`src/fbpa_pkg.sv`:
```
`timescale 1ns / 1ps
`default_nettype none

package fbpa_pkg;

  localparam int unsigned SIZE_W      = 16;
  localparam int unsigned ADDR_W      = 32;
  localparam int unsigned IDX_W       = 8;
  localparam int unsigned STRIDE_W    = SIZE_W + 1;
  localparam int unsigned STEP_W      = 5;
  localparam int unsigned CFG_IDX_W   = 1;
  localparam int unsigned RED_ZONE    = 32;
  localparam int unsigned BLK_BYTES_RESET = 128;

  localparam logic [CFG_IDX_W-1:0] REG_BLK_BYTES    = 1'd0;
  localparam logic [CFG_IDX_W-1:0] REG_BASE_ADDRESS = 1'd1;

  localparam logic ACT_ALLOC = 1'b0;
  localparam logic ACT_FREE  = 1'b1;

  typedef enum logic [2:0] {
    STAT_OK         = 3'd0,
    STAT_SIZE_ZERO  = 3'd1,
    STAT_TOO_BIG    = 3'd2,
    STAT_NO_BLOCK   = 3'd3,
    STAT_BAD_INDEX  = 3'd4,
    STAT_FULL       = 3'd5,
    STAT_NULL_FREE  = 3'd6
  } status_t;

endpackage

`default_nettype wire

```
`src/fixed_block_pool_allocator.sv`:
```
`timescale 1ns / 1ps
`default_nettype none

// Pool allocator of NUM_BLOCKS equal blocks, each of the configured usable size plus a
// 32-byte red zone, with free block indices kept on a LIFO stack (index NUM_BLOCKS-1 on
// top after reset). One request is handled at a time; a result sits in an output
// register and the next request is taken only once that result leaves (it may leave in
// the same cycle). Refused requests (size zero, too big, empty stack, null free, full
// stack) are answered from the idle state, and an allocate that pops an invalid index
// is answered after the stack read. An allocate runs a stack read, eight shift-add
// steps for index times stride, and the base add. A free runs the offset subtract, 32
// restoring-division steps by the stride and the push. These steps all go through
// one shared 33-bit add/subtract unit, one product or quotient bit per cycle. The stack
// needs no clearing pass: entries below a low-water mark read as their own position.
module fixed_block_pool_allocator
  import fbpa_pkg::*;
#(
  parameter int unsigned NUM_BLOCKS = 8
) (
  input  wire logic                 clk,
  input  wire logic                 rst_n,

  input  wire logic                 cfg_write_enable,
  input  wire logic [CFG_IDX_W-1:0] cfg_index,
  input  wire logic [ADDR_W-1:0]    cfg_data,

  input  wire logic                 in_valid,
  output logic                      in_ready,
  input  wire logic                 in_action,
  input  wire logic [SIZE_W-1:0]    in_request_size,
  input  wire logic [ADDR_W-1:0]    in_free_address,
  input  wire logic                 in_address_is_null,

  output logic                      out_valid,
  input  wire logic                 out_ready,
  output logic [ADDR_W-1:0]         out_block_address,
  output logic [2:0]                out_status
);

  localparam int unsigned CW = $clog2(NUM_BLOCKS + 1);
  localparam int unsigned AW = (NUM_BLOCKS > 1) ? $clog2(NUM_BLOCKS) : 1;

  typedef enum logic [2:0] {
    S_IDLE,
    S_POP,
    S_MUL,
    S_BASE,
    S_DIV,
    S_PUSH
  } state_t;

  state_t                state_r, state_nxt;
  logic [SIZE_W-1:0]     blk_bytes_r, blk_bytes_nxt;
  logic [ADDR_W-1:0]     base_r, base_nxt;
  logic [CW-1:0]         count_r, count_nxt;
  logic [CW-1:0]         low_r, low_nxt;
  logic [CW-1:0]         pos_r, pos_nxt;
  logic                  fresh_r, fresh_nxt;
  logic [IDX_W-1:0]      idx_r, idx_nxt;
  logic [ADDR_W-1:0]     acc_r, acc_nxt;
  logic [STRIDE_W-1:0]   rem_r, rem_nxt;
  logic [ADDR_W-1:0]     quo_r, quo_nxt;
  logic [STEP_W-1:0]     step_r, step_nxt;
  logic                  out_valid_r, out_valid_nxt;
  logic [ADDR_W-1:0]     out_addr_r, out_addr_nxt;
  status_t               out_status_r, out_status_nxt;

  logic [IDX_W-1:0]      mem [NUM_BLOCKS];
  logic [IDX_W-1:0]      rd_mem_r;
  logic                  mem_re, mem_we;
  logic [AW-1:0]         rd_addr, wr_addr;

  logic [STRIDE_W-1:0]   stride;
  logic [ADDR_W-1:0]     op_a, op_b;
  logic                  op_sub;
  logic [ADDR_W:0]       sum;
  logic                  out_free, accept;
  logic [CW-1:0]         count_m1;
  logic [IDX_W-1:0]      popped;
  logic                  ge;

  assign stride   = STRIDE_W'(blk_bytes_r) + STRIDE_W'(RED_ZONE);
  assign out_free = !out_valid_r || out_ready;
  assign in_ready = (state_r == S_IDLE) && out_free;
  assign accept   = in_valid && in_ready;
  assign count_m1 = count_r - CW'(1);
  assign popped   = fresh_r ? IDX_W'(pos_r) : rd_mem_r;
  assign ge       = !sum[ADDR_W];

  // shared add/subtract unit
  always_comb begin
    op_a   = '0;
    op_b   = '0;
    op_sub = 1'b0;
    case (state_r)
      S_IDLE: begin
        op_a   = in_free_address;
        op_b   = base_r;
        op_sub = 1'b1;
      end
      S_MUL: begin
        op_a = {acc_r[ADDR_W-2:0], 1'b0};
        op_b = idx_r[IDX_W-1] ? ADDR_W'(stride) : '0;
      end
      S_BASE: begin
        op_a = acc_r;
        op_b = base_r;
      end
      S_DIV: begin
        op_a   = ADDR_W'({rem_r, quo_r[ADDR_W-1]});
        op_b   = ADDR_W'(stride);
        op_sub = 1'b1;
      end
      default: begin
        op_a = '0;
      end
    endcase
    sum = {1'b0, op_a} + ({1'b0, op_b} ^ {(ADDR_W+1){op_sub}}) + (ADDR_W+1)'(op_sub);
  end

  always_comb begin
    state_nxt      = state_r;
    blk_bytes_nxt  = blk_bytes_r;
    base_nxt       = base_r;
    count_nxt      = count_r;
    low_nxt        = low_r;
    pos_nxt        = pos_r;
    fresh_nxt      = fresh_r;
    idx_nxt        = idx_r;
    acc_nxt        = acc_r;
    rem_nxt        = rem_r;
    quo_nxt        = quo_r;
    step_nxt       = step_r;
    out_valid_nxt  = out_valid_r && !out_ready;
    out_addr_nxt   = out_addr_r;
    out_status_nxt = out_status_r;
    mem_re         = 1'b0;
    mem_we         = 1'b0;

    if (cfg_write_enable) begin
      case (cfg_index)
        REG_BLK_BYTES:    blk_bytes_nxt = cfg_data[SIZE_W-1:0];
        REG_BASE_ADDRESS: base_nxt      = cfg_data;
        default:          base_nxt      = base_r;
      endcase
    end

    case (state_r)
      S_IDLE: begin
        if (accept) begin
          out_addr_nxt = '0;
          if (in_action == ACT_ALLOC) begin
            if (in_request_size == '0) begin
              out_valid_nxt  = 1'b1;
              out_status_nxt = STAT_SIZE_ZERO;
            end else if (in_request_size > blk_bytes_r) begin
              out_valid_nxt  = 1'b1;
              out_status_nxt = STAT_TOO_BIG;
            end else if (count_r == '0) begin
              out_valid_nxt  = 1'b1;
              out_status_nxt = STAT_NO_BLOCK;
            end else begin
              mem_re    = 1'b1;
              count_nxt = count_m1;
              pos_nxt   = count_m1;
              fresh_nxt = count_m1 < low_r;
              if (count_m1 < low_r) begin
                low_nxt = count_m1;
              end
              state_nxt = S_POP;
            end
          end else begin
            if (in_address_is_null) begin
              out_valid_nxt  = 1'b1;
              out_status_nxt = STAT_NULL_FREE;
            end else if ({1'b0, count_r} >= (CW+1)'(NUM_BLOCKS)) begin
              out_valid_nxt  = 1'b1;
              out_status_nxt = STAT_FULL;
            end else begin
              quo_nxt   = sum[ADDR_W-1:0];
              rem_nxt   = '0;
              step_nxt  = '0;
              state_nxt = S_DIV;
            end
          end
        end
      end
      S_POP: begin
        if ({1'b0, popped} >= (IDX_W+1)'(NUM_BLOCKS)) begin
          if (out_free) begin
            out_valid_nxt  = 1'b1;
            out_addr_nxt   = '0;
            out_status_nxt = STAT_BAD_INDEX;
            state_nxt      = S_IDLE;
          end
        end else begin
          idx_nxt   = popped;
          acc_nxt   = '0;
          step_nxt  = '0;
          state_nxt = S_MUL;
        end
      end
      S_MUL: begin
        acc_nxt  = sum[ADDR_W-1:0];
        idx_nxt  = {idx_r[IDX_W-2:0], 1'b0};
        step_nxt = step_r + STEP_W'(1);
        if (step_r == STEP_W'(IDX_W - 1)) begin
          state_nxt = S_BASE;
        end
      end
      S_BASE: begin
        if (out_free) begin
          out_valid_nxt  = 1'b1;
          out_addr_nxt   = sum[ADDR_W-1:0];
          out_status_nxt = STAT_OK;
          state_nxt      = S_IDLE;
        end
      end
      S_DIV: begin
        rem_nxt  = ge ? sum[STRIDE_W-1:0] : {rem_r[STRIDE_W-2:0], quo_r[ADDR_W-1]};
        quo_nxt  = {quo_r[ADDR_W-2:0], ge};
        step_nxt = step_r + STEP_W'(1);
        if (step_r == STEP_W'(ADDR_W - 1)) begin
          state_nxt = S_PUSH;
        end
      end
      S_PUSH: begin
        if (out_free) begin
          mem_we         = 1'b1;
          count_nxt      = count_r + CW'(1);
          out_valid_nxt  = 1'b1;
          out_addr_nxt   = '0;
          out_status_nxt = STAT_OK;
          state_nxt      = S_IDLE;
        end
      end
      default: begin
        state_nxt = S_IDLE;
      end
    endcase
  end

  always_ff @(posedge clk) begin
    if (!rst_n) begin
      state_r      <= S_IDLE;
      blk_bytes_r  <= SIZE_W'(BLK_BYTES_RESET);
      base_r       <= '0;
      count_r      <= CW'(NUM_BLOCKS);
      low_r        <= CW'(NUM_BLOCKS);
      out_valid_r  <= 1'b0;
    end else begin
      state_r      <= state_nxt;
      blk_bytes_r  <= blk_bytes_nxt;
      base_r       <= base_nxt;
      count_r      <= count_nxt;
      low_r        <= low_nxt;
      out_valid_r  <= out_valid_nxt;
    end
    pos_r        <= pos_nxt;
    fresh_r      <= fresh_nxt;
    idx_r        <= idx_nxt;
    acc_r        <= acc_nxt;
    rem_r        <= rem_nxt;
    quo_r        <= quo_nxt;
    step_r       <= step_nxt;
    out_addr_r   <= out_addr_nxt;
    out_status_r <= out_status_nxt;
  end

  // free index stack
  assign rd_addr = count_m1[AW-1:0];
  assign wr_addr = count_r[AW-1:0];

  always_ff @(posedge clk) begin
    if (mem_we) begin
      mem[wr_addr] <= quo_r[IDX_W-1:0];
    end
    if (mem_re) begin
      rd_mem_r <= mem[rd_addr];
    end
  end

  assign out_valid         = out_valid_r;
  assign out_block_address = out_addr_r;
  assign out_status        = out_status_r;

endmodule

`default_nettype wire

```
`config.mk`:
```
export PLATFORM = sky130hd
export DESIGN_NAME = fixed_block_pool_allocator
export DESIGN_NICKNAME = d
export VERILOG_FILES = /design/src/fbpa_pkg.sv /design/src/fixed_block_pool_allocator.sv
export SDC_FILE = /design/constraint.sdc
export NUM_CORES = 1
export LEC_CHECK = 0
export ABC_AREA = 1
export CORE_MARGIN = 5
export CORE_UTILIZATION = 50
export CTS_CLUSTER_DIAMETER = 80
export CTS_CLUSTER_SIZE = 20
export DETAILED_ROUTE_END_ITERATION = 7
export DONT_BUFFER_PORTS = 1
export PLACE_DENSITY_LB_ADDON = 0.15
export SYNTH_ARGS = -nofsm -noshare
export SYNTH_HDL_FRONTEND = slang
export SYNTH_SLANG_ARGS = --single-unit
```
`constraint.sdc`:
```
create_clock -name clk -period 7.8 [get_ports clk]
set_input_delay 1.56 -clock clk [delete_from_list [all_inputs] [get_ports clk]]
set_output_delay 1.56 -clock clk [all_outputs]
set_load 0.1 [all_outputs]
```
# Word level (Yosys, flattened, before mapping)
# Memories as Yosys holds them, arrays and structs flattened. A register that Yosys moved wholly into a read port is not among the register bits.
# Index checks and enable logic that the tools add are counted.
classes:
  order_cmp: 4
  n_reduce_logical: 31
  bitwise_logic: 6
  addsub: 6
  eq_ne: 30
  mux: 81
ops:
  columns: ["op", "count"]
  rows:
  - ["$mux W32", 9]
  - ["$pmux W32 S4", 2]
  - ["$pmux W32 S2", 2]
  - ["$mux W17", 6]
  - ["$pmux W32 S3", 1]
  - ["$mux W3", 21]
  - ["$pmux W17 S2", 1]
  - ["$add A32 B33 Y33", 1]
  - ["$add A33 B1 Y33", 1]
  - ["$xor A32 B33 Y33", 1]
  - ["$ne A2 B2 Y1 const B", 15]
  - ["$mux W5", 5]
  - ["$mux W4", 6]
  - ["$reduce_and A7 Y1", 3]
  - ["$mux W1", 20]
  - ["$add A16 B6 Y17 const B", 1]
  - ["$gt A16 B16 Y1", 1]
  - ["$logic_not A16 Y1", 1]
  - ["$mux W8", 2]
  - ["$pmux W8 S2", 1]
  - ["$ne A3 B3 Y1 const B", 5]
  - ["$pmux W3 S5", 1]
  - ["$pmux W5 S3", 1]
  - ["$reduce_and A6 Y1", 2]
  - ["other kinds (31)", 49]
totals:
  ram_bits: 64
  n_memories: 1
  out_inout_bits: 37
  reg_bits: 194
mem_list:
  columns: ["name", "depth", "word_bits", "rd", "rd_clocked_by_memory_dff", "write_ports", "line_no", "rtl"]
  rows:
  - ["mem", 8, 8, 1, 1, 1, "fixed_block_pool_allocator.sv:68", "logic [IDX_W-1:0] mem [NUM_BLOCKS];"]

# Logic depth before layout (Yosys ltp)
# Gate-level depths: netlist of run 1.
depth:
  depth_word: 11
  depth_mapped: 24
  ltp_nobuf: 22

# Worst setup path before layout of run 1
# No wires, ideal clock.
synth_timing:
  kind: "input to register"
  startpoint: "in out_ready"
  endpoint: "reg quo_r[0] (enable)"
  setup_time_ps: 516
  slack_ps: 488
  cell_stages: 6
  t_arrival_ps: 6796
  required_time_ps: 7284
  cell_sequence: "nor2_1 -> nor2_1 -> nand2_1 -> nand2_1 -> inv_1 -> nor3_1"
synth_via:
  elab_chain_len: 5
synth_lines:
  columns: ["item", "line_no", "rtl"]
  rows:
  - ["start, declared", "fixed_block_pool_allocator.sv:35", "input wire logic out_ready,"]
  - ["$logic_or A1 B1 Y1", "fixed_block_pool_allocator.sv:83", "assign out_free = !out_valid_r || out_ready;"]
  - ["$logic_and A1 B1 Y1", "fixed_block_pool_allocator.sv:84", "assign in_ready = (state_r == S_IDLE) && out_free;"]
  - ["via in_ready", "fixed_block_pool_allocator.sv:28", "output logic in_ready,"]
  - ["$logic_and A1 B1 Y1", "fixed_block_pool_allocator.sv:85", "assign accept = in_valid && in_ready;"]
  - ["$ne A2 B2 Y1 (no line)", null, null]
  - ["$reduce_and A5 Y1 (no line)", null, null]
  - ["end signal, assigned", "fixed_block_pool_allocator.sv:264", "quo_r <= quo_nxt;"]
  - ["end, declared", "fixed_block_pool_allocator.sv:62", "logic [ADDR_W-1:0] quo_r, quo_nxt;"]
# The timed path passes the listed nets, and every way through them passes these cells.
# A chain may end at the register's enable or synchronous reset.

# Worst setup path in the final report of run 1
layout_timing:
  startpoint: "reg state_r[0]"
  endpoint: "reg rem_r[9], data pin"
layout_via:
  elab_chain_len: 8
  elab_cells_between_ends: 14
layout_lines:
  columns: ["item", "line_no", "rtl"]
  rows:
  - ["start, declared", "fixed_block_pool_allocator.sv:52", "state_t state_r, state_nxt;"]
  - ["start signal, assigned", "fixed_block_pool_allocator.sv:252", "state_r <= state_nxt;"]
  - ["$eq A3 B2 Y1 (tied with other cells)", "fixed_block_pool_allocator.sv:95", "case (state_r)"]
  - ["$reduce_or A2 Y1 (no line)", null, null]
  - ["$pmux W32 S3 or $mux W1 (tied branches)", "fixed_block_pool_allocator.sv:95", null]
  - ["$xor A32 B33 Y33", "fixed_block_pool_allocator.sv:118", "sum = {1'b0, op_a} + ({1'b0, op_b} ^ {(ADDR_W+1){op_sub}}) + (ADDR_W+1)'(op_sub);"]
  - ["$add A32 B33 Y33", "fixed_block_pool_allocator.sv:118", null]
  - ["$add A33 B1 Y33", "fixed_block_pool_allocator.sv:118", null]
  - ["$mux W17", "fixed_block_pool_allocator.sv:220", "rem_nxt = ge ? sum[STRIDE_W-1:0] : {rem_r[STRIDE_W-2:0], quo_r[ADDR_W-1]};"]
  - ["$pmux W17 S2 (*)", "fixed_block_pool_allocator.sv:148", "case (state_r)"]
  - ["end signal, assigned", "fixed_block_pool_allocator.sv:263", "rem_r <= rem_nxt;"]
  - ["end, declared", "fixed_block_pool_allocator.sv:61", "logic [STRIDE_W-1:0] rem_r, rem_nxt;"]
# Mark *: on every way between the ends. The rest lies on a longest branch, timed or not.

==> qor.yml, run 1 <==
max_clock_freq_mhz: 198
final_max_slew_viol_count: 0
wl_per_cell_um: 18.4
synthesis.nets: 1789
reg2reg_depth: 19
start_util: 0.509
yosysTopAreaCell: "edfxtp_1"
post_cts_resized: 0
rr_startpoint: "state_r[0]"
vdd_drop_max_mv: 0.142
outcome: "finished, final reports clean"
holdPathEnd: "low_r[2]"
combPwrFrac: 0.293
diodes: 0
drtIter0Drc: 1098
cts_buffers: 19
die-height_um: 179
fin_skew_ps: 26.5
swShare: 0.403
setup_tns_ps: 0
clock-root-buffer: "clkbuf_16"
grt-ovfl-total: 0
row_count: 61
final_core_util: 0.544
routabilityCongestion: 0.978
ys_ff_latch: 266
nNetsFinal: 1765
htree_levels: 1
syn2layout_area_growth_pct: 6.77
cts_tree: "done"
fillers: 2644
start_kind: "flop"
setup_slack_ps: 2740
ys_types: 52
syn_inst: 1645
path_clk_slew_ps: 90
cts_setup_buffers: 0
seqPwrFrac: 0.473
cp-end-kind: "flop"
worstPathMaxFanout: 46
grt_max_degree: 54
antenna_found_initial: 1
grt_pass1_vias: 10500
synthArstFlopShare: 0
crit_required_ps: 8060
pwr-share-clk: 0.234
pre_cts_ws_ps: 2820
num_vias: 11300
layout-drive-gt1-share: 0.0508
boundaryPins: 125
p_per_area_mw_per_mm2: 279
critPathKind: "flop to flop"
synth_area_per_cell_um2: 8.65
yosys-top-cells-area: "edfxtp_1 (43%), nand2_1 (9.3%), dfxtp_1 (8.4%), nor2_1 (6.7%), o21ai_0 (5.3%)"
p_sw_mw: 1.71
ys_warn_count: 0
die_x_um: 179
intPower_mw: 2.53
setup_viol: 0
clock-sinks: 266
synth-seq-area-share: 0.519
vias_per_cell: 5.60
coreArea_mm2: 0.0279
slew_headroom: 0.247
synthesis.area_mm2: 0.0142
final_hold_viol_count: 0
track_usage: 0.230
min_period_ps: 5060
worstMarginPinSlew_ps: 1130
worstPathArrival_ps: 5320
ctsLongestPathBuffers: 3
r2r_slack_ps: 2740
die_area_mm2: 0.0319
io_buffers: 0
hpwl_um: 27100
cap_violations: 0
holdCritStartpoint: "low_r[2]"
grt_pass1_wl_um: 58000
holdBufCountCts: 0
clock_latency_ps: 520
fin_crit_sh: 0.648
rsz0062_at_grt: "no"
yosys.area.top_type_share: 0.435
p_leak_nw: 6.04
reg2reg_to: "rem_r[9]"
synth-main-ff-cell: "edfxtp_1"
synth_edf_count: 206
min_path_type: "flop to flop"
hold_depth: 2
drt_drc_violations_left: 0
dr.pass1.iters: 7
wl_um: 37000
drtAntennaViolNets: 0
## critical path, cell delays in order, from the launching register on
cell and delay (ps):
dfxtp_1 390, nor2_4 120, buf_4 420, nand2_1 570
inv_2 780, buf_4 410, nand2_1 130, nand4_1 130
ha_1 300, a21oi_1 200, o21ai_0 140, a21oi_1 180
nand2_2 110, nand3_1 110, nand2_1 100, nand2_1 110
nand2_4 160, nand2_4 210, nand2_1 60, a21boi_1 130
## kinds of logic after synthesis
logic type,count (synthesis),share of synthesized area
simple gates,752,0.220
compound gates,324,0.126
flops,266,0.519
buf+inv,201,0.0538
fa+ha+maj,56,0.0498
xor+xnor,46,0.0312
## registers in the layout, indices dropped and copies added, names as in the netlist, 5 cells and up
name	count
rd_mem_r	8
rem_r	17
mem	64
out_block_address	32
base_r	32
idx_r	8
quo_r	32
blk_bytes_r	16
step_r	5
acc_r	32
## cells in the final DEF, fill, tap and decap left out, drive strengths merged, types with 16 or more instances in the layout
cell,synthesis,final
a21oi,102,102
clkbuf,48,26
dfxtp,60,60
edfxtp,206,206
ha,55,55
inv,136,138
nand2,371,371
nand3,69,69
nand4,19,19
nor2,258,258
nor3,16,16
o21ai,156,156
xor2,33,33
## cell type report
type,count,area [um^2],area share
flip-flops and latches,266,7390,0.486
multi-input cells,1178,6100,0.402
inverters,141,529,0.0348
clock buffers,26,502,0.0330
well taps,378,473,0.0311
repair buffers,15,113,0.00741
clock inverters,8,82.6,0.00544
## through the flow
step / hold WS [ps] / power [mW] / cells / cell area (um^2)
2_1_floorplan: 429 / 2.92 / 1645 / 14200
3_3_place_gp: 446 / 3.25 / 1978 / 14600
3_5_place_dp: 455 / 3.26 / 1978 / 14600
4_1_cts: 468 / 4.25 / 2012 / 15200
5_1_grt: 484 / 4.47 / 2012 / 15200
6_report: 465 / 4.24 / 2012 / 15200
## per-layer routing
| metal | vias to the layer above | share of wire | GRT usage | routed length (um) |
|---|---|---|---|---|
| li1 | 5525 | - | - | - |
| met1 | 5315 | 0.49 | 0.357 | 18000 |
| met2 | 384 | 0.42 | 0.342 | 15600 |
| met3 | 36 | 0.077 | 0.0422 | 2830 |
| met4 | 2 | 0.014 | 0.0390 | 524 |
| met5 | - | 0.00035 | 0 | 13 |
## synth_stat cells (12+ instances only)
library cell  instances
nand4_1              19
xnor2_1              12
ha_1                 55
nand2_1             351
o211ai_1             13
o21ai_0             150
nand3_1              66
dfxtp_1              60
nor3_1               16
xor2_1               30
clkbuf_1             48
inv_1               133
edfxtp_1            206
nand2_2              14
a31oi_1              15
nor2_1              255
a21oi_1             101
## power groups by stage
stage	sequential (mW)	clock, mW	combinational [mW]
floorplan	2.02	0	0.896
global placement	2.04	0	1.22
detailed placement	2.04	0	1.22
CTS	2.01	1.01	1.23
global route	2.02	1.07	1.39
finish	2.00	0.991	1.24
## how the worst max path moves through the flow
stage	start	to	slack, ps
2_1_floorplan	out_ready	quo_r[0]	490
3_3_place_gp	state_r[2]	quo_r[26]	2960
3_5_place_dp	state_r[0]	rem_r[9]	2820
4_1_cts	state_r[0]	rem_r[9]	2810
5_1_grt	state_r[1]	rem_r[9]	2280
6_report	state_r[0]	rem_r[9]	2740
No activity file was read; power rests on OpenSTA's default activity.
==> run 2, diff against run 1 <==
Clock period 7.8 ns to 4.3 ns, I/O delays scaled along.
==> run 2 against run 1 <==
Against the previous run:
- combinational power rose by 85%
- utilization rose by 0.59 points
- worst hold slack worse by 22 ps
- via count about the same
- global-route usage decreased by 0.26 points
==> qor.yml, run 2 (same netlist as run 1, synthesis figures left out) <==
outcome: "finished, final reports clean"
grt_max_degree: 54  # unchanged
setup_slack_ps: 355  # -2390 ps
routabilityCongestion: 0.937  # -4.2%
row_count: 61  # unchanged
setup_tns_ps: 0  # unchanged
p_per_area_mw_per_mm2: 503  # +80%
boundaryPins: 125  # unchanged
layout_common_cells: "nand2_1 (351), nor2_1 (254), edfxtp_1 (206)"
grt_pass1_wl_um: 57600  # -0.73%
cts_buffers: 18  # -1
path_clk_slew_ps: 80  # about the same
worstMarginPinSlew_ps: 1230  # +105 ps
min_path_type: "primary input to flop"
cts_tree: "done"
antenna_found_initial: 1  # unchanged
worstPathMaxFanout: 4  # -91%
cap_violations: 0  # unchanged
intPower_mw: 4.66  # +84%
syn2layout_area_growth_pct: 7.93
layout_commonest_cell: "nand2_1"
wl_per_cell_um: 18.1  # -1.4%
clock-root-buffer: "clkbuf_16"
pwr-share-clk: 0.233  # about the same
crit_required_ps: 4530  # -3530 ps
clock_latency_ps: 510  # about the same
seqPwrFrac: 0.469  # -0.004
die_area_mm2: 0.0319  # unchanged
htree_levels: 1  # unchanged
ctsLongestPathBuffers: 3  # unchanged
critPathKind: "flop to flop"
fin_skew_ps: 15.6  # -11.0 ps
fin_crit_sh: 0.917  # +0.269
worstPathArrival_ps: 4180  # -1140 ps
vdd_drop_max_mv: 0.326  # +130%
largest-register: "mem"
combPwrFrac: 0.298  # +0.005
drtAntennaViolNets: 0  # unchanged
drtIter0Drc: 1085  # -1.2%
nNetsFinal: 1775  # +0.57%
place_area_mm2: 0.0147  # +0.84%
drt_drc_violations_left: 0  # unchanged
max_clock_freq_mhz: 253  # +28%
final_hold_viol_count: 0  # unchanged
final_max_slew_viol_count: 0  # unchanged
grt-ovfl-total: 0  # unchanged
wl_um: 36600  # -0.88%
rsz0062_at_grt: "no"
p_sw_mw: 3.06  # +79%
fillers: 2556  # -3.3%
die-height_um: 179  # unchanged
track_usage: 0.227  # -0.00261
min_period_ps: 3940  # -1110 ps
start_kind: "flop"
cp-end-kind: "flop"
slew_headroom: 0.170  # -0.0771
setup_viol: 0  # unchanged
start_util: 0.509  # unchanged
final_cell_area_mm2: 0.0154  # +1.1%
die_x_um: 179  # unchanged
p_leak_nw: 6.09  # +0.83%
coreArea_mm2: 0.0279  # unchanged
layout-drive-gt1-share: 0.0578  # +0.00703
dr.pass1.iters: 6  # -1
pre_cts_ws_ps: 177  # -2650 ps
io_buffers: 0  # unchanged
largest_reg_flops: 64  # unchanged
hpwl_um: 27000  # -0.26%
clock-sinks: 266  # unchanged
cts_setup_buffers: 0  # unchanged
num_vias: 11300  # +0.0089%
vias_per_cell: 5.57  # -0.53%
swShare: 0.396  # -0.00643
grt_pass1_vias: 10500  # +0.24%
-- run 2: through the flow --
step | cells | utilization | power [mW] | hold WS (ps)
after floorplan | 1645 | - | 5.29 | 429
after global placement | 1989 | 0.527 | 5.91 | 445
after detailed placement | 1989 | 0.527 | 5.94 | 446
after CTS | 2021 | 0.548 | 7.73 | 438
after global routing | 2022 | 0.550 | 8.15 | 436
final | 2023 | 0.550 | 7.72 | 443
-- run 2: repair_timing --
item	CTS	global route
resized for setup	0	5
hold buffers	0	0
setup endpoints to repair	0	36
endpoints found under the hold margin	0	0
-- run 2: layout make-up --
| cell class | count | area [um^2] | area share |
|---|---|---|---|
| tap | 378 | 473 | 0.0308 |
| clock buffer | 29 | 556 | 0.0362 |
| multi-input combinational | 1178 | 6150 | 0.401 |
| antenna | 2 | 5.00 | 0.000326 |
| clock inverter | 3 | 31.3 | 0.00204 |
| sequential | 266 | 7390 | 0.481 |
| inverter | 141 | 529 | 0.0345 |
| timing repair buffer | 26 | 220 | 0.0143 |
-- run 2: worst max-delay path, cell delays in order (launching register included) --
cell and delay, ps:
dfxtp_1 370, inv_1 110, nor3_2 290, nand4_1 170, nor2_1 160, nand2_1 80, o21ai_0 140, inv_1 50
o21ai_0 180, xor2_1 320, ha_1 350, a21oi_1 220, o21ai_0 200, a21oi_1 360, o21ai_0 160, a21oi_1 210
nand3_1 130, nand2_1 110, nor2_1 60
-- run 2: power groups by stage --
stage                     sequential (mW)  clock [mW]  combinational (mW)
after global routing                 3.64        1.94                2.57
after detailed placement             3.68           0                2.26
after global placement               3.68           0                2.23
after floorplan                      3.65           0                1.64
final                                3.62        1.80                2.30
after CTS                            3.62        1.83                2.27
-- run 2: path summary, 6_finish.rpt --
kind	from	to	slack (ps)	depth (start not counted)
worst max register to register	blk_bytes_r[5]	out_block_address[27]	360	18
worst min-delay path	rst_n	low_r[3]	440	1
worst max-delay path	blk_bytes_r[5]	out_block_address[27]	360	18
worst min register to register	low_r[3]	low_r[3]	460	2
-- run 2: metal layers --
metal  routed length (um)  track usage
met2                15400        0.332
met3                 2940       0.0426
met5                    0            0
met1                17800        0.358
met4                  573       0.0393
